[src/hw/rtl/tbp_pkg.sv]
// ----------------------------------------------------------------------------
// tbp_pkg
// widths and types shared by the brocard point core and its channels
// ----------------------------------------------------------------------------
package tbp_pkg;

    localparam int DIG_W  = 32;   // multiplier digit
    localparam int IN_W   = 32;   // vertex coordinate
    localparam int OUT_W  = 48;   // result coordinate
    localparam int DIF_W  = 33;   // vertex difference
    localparam int SQ_W   = 66;   // squared side length
    localparam int PR_W   = 132;  // product of two squared sides and their sum
    localparam int NUM_W  = 166;  // numerator of the quotient
    localparam int DIV_W  = PR_W + 1;
    localparam int REM_W  = 172;  // offset numerator and remainder
    localparam int Q_W    = 38;   // offset quotient bits
    localparam int QOFF_W = 36;   // quotient offset exponent
    localparam int RND_SH = QOFF_W + 1;

    typedef struct packed {
        logic signed [OUT_W-1:0] point_x;
        logic signed [OUT_W-1:0] point_y;
        logic                    degenerate;
    } t_res;

endpackage

[src/hw/rtl/tbp_mul.sv]
// ----------------------------------------------------------------------------
// tbp_mul
// pipelined sign-magnitude multiplier, one digit product per stage
// ----------------------------------------------------------------------------
module tbp_mul import tbp_pkg::*; #(
    parameter int AW = DIF_W,
    parameter int BW = DIF_W,
    parameter int SW = 1
) (
    input  logic                 i_clk,
    input  logic                 i_rst_n,
    input  logic                 i_en,
    input  logic                 i_valid,
    input  logic [AW-1:0]        i_a,
    input  logic [BW-1:0]        i_b,
    input  logic                 i_neg,
    input  logic [SW-1:0]        i_side,
    output logic                 o_valid,
    output logic signed [AW+BW:0] o_prod,
    output logic [SW-1:0]        o_side
);

    localparam int NA  = (AW + DIG_W - 1) / DIG_W;
    localparam int NB  = (BW + DIG_W - 1) / DIG_W;
    localparam int NS  = NA * NB;
    localparam int AWP = NA * DIG_W;
    localparam int BWP = NB * DIG_W;
    localparam int AP  = AWP + BWP;
    localparam int PW  = AW + BW + 1;

    logic [AWP-1:0] r_a    [0:NS-1];
    logic [BWP-1:0] r_b    [0:NS-1];
    logic [AP-1:0]  r_acc  [0:NS-1];
    logic           r_neg  [0:NS-1];
    logic [SW-1:0]  r_side [0:NS-1];
    logic           r_vld  [0:NS-1];

    logic signed [PW-1:0] w_mag;
    logic signed [PW-1:0] r_prod;
    logic [SW-1:0]        r_oside;
    logic                 r_ovld;

    for (genvar k = 0; k < NS; k++) begin : g_stage
        localparam int I = k % NA;
        localparam int J = k / NA;

        logic [AWP-1:0]     w_a;
        logic [BWP-1:0]     w_b;
        logic [AP-1:0]      w_acc;
        logic               w_neg;
        logic [SW-1:0]      w_side;
        logic               w_vld;
        logic [2*DIG_W-1:0] w_pp;

        if (k == 0) begin : g_first
            assign w_a    = AWP'(i_a);
            assign w_b    = BWP'(i_b);
            assign w_acc  = '0;
            assign w_neg  = i_neg;
            assign w_side = i_side;
            assign w_vld  = i_valid;
        end else begin : g_next
            assign w_a    = r_a[k-1];
            assign w_b    = r_b[k-1];
            assign w_acc  = r_acc[k-1];
            assign w_neg  = r_neg[k-1];
            assign w_side = r_side[k-1];
            assign w_vld  = r_vld[k-1];
        end

        assign w_pp = w_a[I*DIG_W +: DIG_W] * w_b[J*DIG_W +: DIG_W];

        always_ff @(posedge i_clk) begin
            if (!i_rst_n) begin
                r_vld[k] <= 1'b0;
            end else if (i_en) begin
                r_vld[k] <= w_vld;
            end
        end

        always_ff @(posedge i_clk) begin
            if (i_en) begin
                r_a[k]    <= w_a;
                r_b[k]    <= w_b;
                r_acc[k]  <= w_acc + (AP'(w_pp) << ((I + J) * DIG_W));
                r_neg[k]  <= w_neg;
                r_side[k] <= w_side;
            end
        end
    end

    assign w_mag = PW'(r_acc[NS-1]);

    always_ff @(posedge i_clk) begin
        if (!i_rst_n) begin
            r_ovld <= 1'b0;
        end else if (i_en) begin
            r_ovld <= r_vld[NS-1];
        end
    end

    always_ff @(posedge i_clk) begin
        if (i_en) begin
            r_prod  <= r_neg[NS-1] ? -w_mag : w_mag;
            r_oside <= r_side[NS-1];
        end
    end

    assign o_valid = r_ovld;
    assign o_prod  = r_prod;
    assign o_side  = r_oside;

endmodule

[config.mk]
export PLATFORM = sky130hd
export DESIGN_NAME = tbp_mul
export DESIGN_NICKNAME = d
export VERILOG_FILES = /design/src/hw/rtl/tbp_pkg.sv /design/src/hw/rtl/tbp_mul.sv
export SDC_FILE = /design/constraint.sdc
export NUM_CORES = 2
export LEC_CHECK = 0
export BUFFER_PORTS_ARGS = -buffer_cell sky130_fd_sc_hd__buf_4
export CAP_MARGIN = 20
export CORE_ASPECT_RATIO = 1.25
export CORE_MARGIN = 3
export CORE_UTILIZATION = 45
export DETAILED_ROUTE_END_ITERATION = 8
export PLACE_DENSITY = 0.61
export SLEW_MARGIN = 20
export SYNTH_ARGS = -nofsm -noshare
export SYNTH_HDL_FRONTEND = slang
export SYNTH_SLANG_ARGS = --single-unit
[constraint.sdc]
create_clock -name i_clk -period 9.12 [get_ports i_clk]
set_clock_uncertainty 0.1 [all_clocks]
set_input_delay 1.368 -clock i_clk [delete_from_list [all_inputs] [get_ports i_clk]]
set_output_delay 1.368 -clock i_clk [all_outputs]
set_load 0.005 [all_outputs]
==> run_results.csv <==
group,metric,value,unit
worst_setup_path,start_kind,"primary input",
yosys,syn_avg_cell_area,10.5,um^2
clock_network,clkTransAtPathRegs,0.06,ns
worst_setup_path,critPathMaxFanout,19,
clock_network,worstSkewPairLatency,0.56,ns
timing,setup_ws,0.315,ns
global_route,grt_pass1_vias,37800,
worst_setup_path,arrival,9.00,ns
timing,finalSetupViolCount,0,
yosys,synth_fp_nets,6250,
floorplan,ios,141,
yosys,netlist_area,0.0519,mm^2
clock_network,cts_tree,"built",
global_route,globalRouteOverflowTotal,0,
timing,fmax,114,MHz
floorplan,die_h,386,um
global_route,antenna_found_initial,13,
yosys,synth_edf_count,443,
finish,postLayoutCoreUtil,50.7,%
yosys,async_reset_ff_share,0,%
placed_design,dp_slack,-0.365,ns
finish,area_growth,11.2,%
drt,ant_nets,0,
timing,finalHoldViolCount,0,
clock_network,cts_made_buffers,41,
yosys,postSynthCellCount,4950,
outcome,outcome,"finished clean",
yosys,ys.flop_type,"edfxtp_1",
drt,routedWlPerCell,19.3,um
timing,rsz0062_at_grt,"false",
floorplan,chipWidth,310,um
global_route,grt_pass1_wl,210000,um
clock_network,clockRootBuffer,"clkbuf_16",
worst_setup_path,cp.required,9.32,ns
global_route,grt_max_degree,175,
worst_setup_path,end_kind,"flop",
floorplan,initial_core_util,45.6,%
global_route,grt.total_usage,22.7,%
flow_run,drv_cap,0,
worst_setup_path,crit_type,"primary input to flop",
timing,tightestPinTransition,0.953,ns
timing,fin_crit,8.81,ns
placed_design,place_congestion,0.899,
yosys,ys_warn_count,0,
floorplan,rows,138,
floorplan,core,0.114,mm^2
timing,slew_violations,0,
yosys,synth-seq-cells,445,
timing,fin_crit_sh,96.5,%
placed_design,dp_hpwl,108000,um
finish,final_layout_size_suffix_gt1_share,10.4,%
timing,max-slew-margin-rel,36.5,%
floorplan,die_area,0.120,mm^2
drt,routed_wl,130000,um
placed_design,placed_cell_area,0.0564,mm^2
clock_network,htreeDepth,2,
drt,routed_via_density,5.15,
drt,drc_errors,0,
clock_network,cts_setup_buffers,0,
yosys,synth_seq_area_share,25.7,%
drt,dr.pass1.iters,5,
yosys,synth_cell_types,66,
drt,dr.first_iter.drc_count,1771,
finish,nets,6513,
finish,most-common-layout-cells,"987 x inv_1, 898 x fa_1, 642 x and2_1, 554 x nand2_1, 444 x buf_4",
finish,final_common_cell,"inv_1",
clock_network,clock-sinks,445,
clock_network,clock_path_buffers,3,
finish,stdcell_area,0.0577,mm^2
drt,num_vias,34600,
placed_design,io_buffers,140,
min_path,hp-class,"flop to flop",
[synth_stat cells (all sizes together) (16+ instances only)]
| cell type | number | area [um^2] |
|---|---|---|
| o21ai | 104 | 521 |
| inv | 988 | 3710 |
| xor2 | 34 | 298 |
| a21oi | 126 | 631 |
| o21bai | 17 | 128 |
| nor2 | 64 | 240 |
| nand3 | 29 | 145 |
| nor3 | 21 | 105 |
| ha | 330 | 4130 |
| edfxtp | 443 | 13300 |
| a21o | 50 | 375 |
| o31ai | 27 | 223 |
| and2 | 642 | 4020 |
| nand4 | 18 | 113 |
| nand2b | 16 | 108 |
| xnor2 | 144 | 1260 |
| clkbuf | 231 | 867 |
| o21a | 19 | 143 |
| fa | 898 | 18000 |
| nand2 | 555 | 2090 |
| a31oi | 16 | 100 |
[registers in the layout, indices dropped and copies added (netlist names)]
register  flops
o_prod       67
o_side        1
o_valid       1
r_a          67
r_acc       262
r_b          35
r_neg         4
r_side        4
r_vld         4
[worst max-delay path, stage by stage]
cell and delay [ns]:
buf_4 0.19, and2_1 0.20, fa_1 0.54, inv_1 0.06
fa_1 0.50, fa_1 0.54, fa_1 0.55, inv_1 0.07
fa_1 0.52, fa_1 0.46, fa_1 0.57, inv_1 0.06
fa_1 0.52, inv_1 0.04, ha_1 0.29, a21o_1 0.20
a21o_1 0.17, a21oi_1 0.20, o21ai_0 0.15, a21boi_0 0.26
a21oi_1 0.11, buf_4 0.17, o31ai_1 0.51, o21ai_0 0.19
buf_4 0.17, a311oi_1 0.26, xnor2_1 0.11
[per-layer routing]
metal	vias up	part of all wire, %	track usage, %
li1	15800	-	-
met5	-	0.017	0.0831
met4	4	2.8	6.29
met3	175	5.6	2.90
met1	17800	42	30.1
met2	850	50	39.3
[final cells by class]
class	instances	area, um^2
fill	10500	56200
multi-input combinational	3285	34000
sequential	445	13300
inverter	988	3710
timing repair buffer	452	3490
tap	1470	1840
clock buffer	53	1080
clock inverter	22	236
antenna	7	17.5
[metrics by stage]
step	hold WS [ns]	setup TNS, ns	cells
3_5_place_dp	0.305	-2.59	6640
5_1_grt	0.309	0	6718
3_3_place_gp	0.301	-2.23	6640
4_1_cts	0.304	0	6715
2_1_floorplan	0.300	0	4950
6_report	0.309	0	6722
[kinds of logic (layout without fill, tap and decap cells)]
| group | after synthesis | in the layout | share of synthesized area [%] |
|---|---|---|---|
| simple gates | 1434 | 1434 | 14.3 |
| fa+ha+maj | 1228 | 1228 | 42.6 |
| buf+inv | 1220 | 1515 | 8.82 |
| flops | 445 | 445 | 25.7 |
| compound gates | 440 | 440 | 5.47 |
| xor+xnor | 178 | 178 | 3.00 |
| mux | 5 | 5 | 0.0988 |
| other cells | 0 | 7 | 0 |
[repair_timing]
| action | CTS | global route |
|---|---|---|
| setup endpoints to repair | 0 | 6 |
| hold buffers | 0 | 0 |
| gates resized for setup | 0 | 4 |
[worst paths after layout]
kind,from,to,slack [ns],depth (start not counted)
setup / recovery,i_b[4],r_acc[0][60]$_DFFE_PP_,0.31,27
hold / removal,r_acc[1][15]$_DFFE_PP_,r_acc[2][15]$_DFFE_PP_,0.31,0
setup reg to reg,r_acc[3][7]$_DFFE_PP_,o_prod[59]$_DFFE_PP_,4.78,9
hold reg to reg,r_acc[1][15]$_DFFE_PP_,r_acc[2][15]$_DFFE_PP_,0.31,0
Power is left out: the tool's default activity adds up to more than one toggle a clock period on the data nets, which glitch-free logic cannot reach.
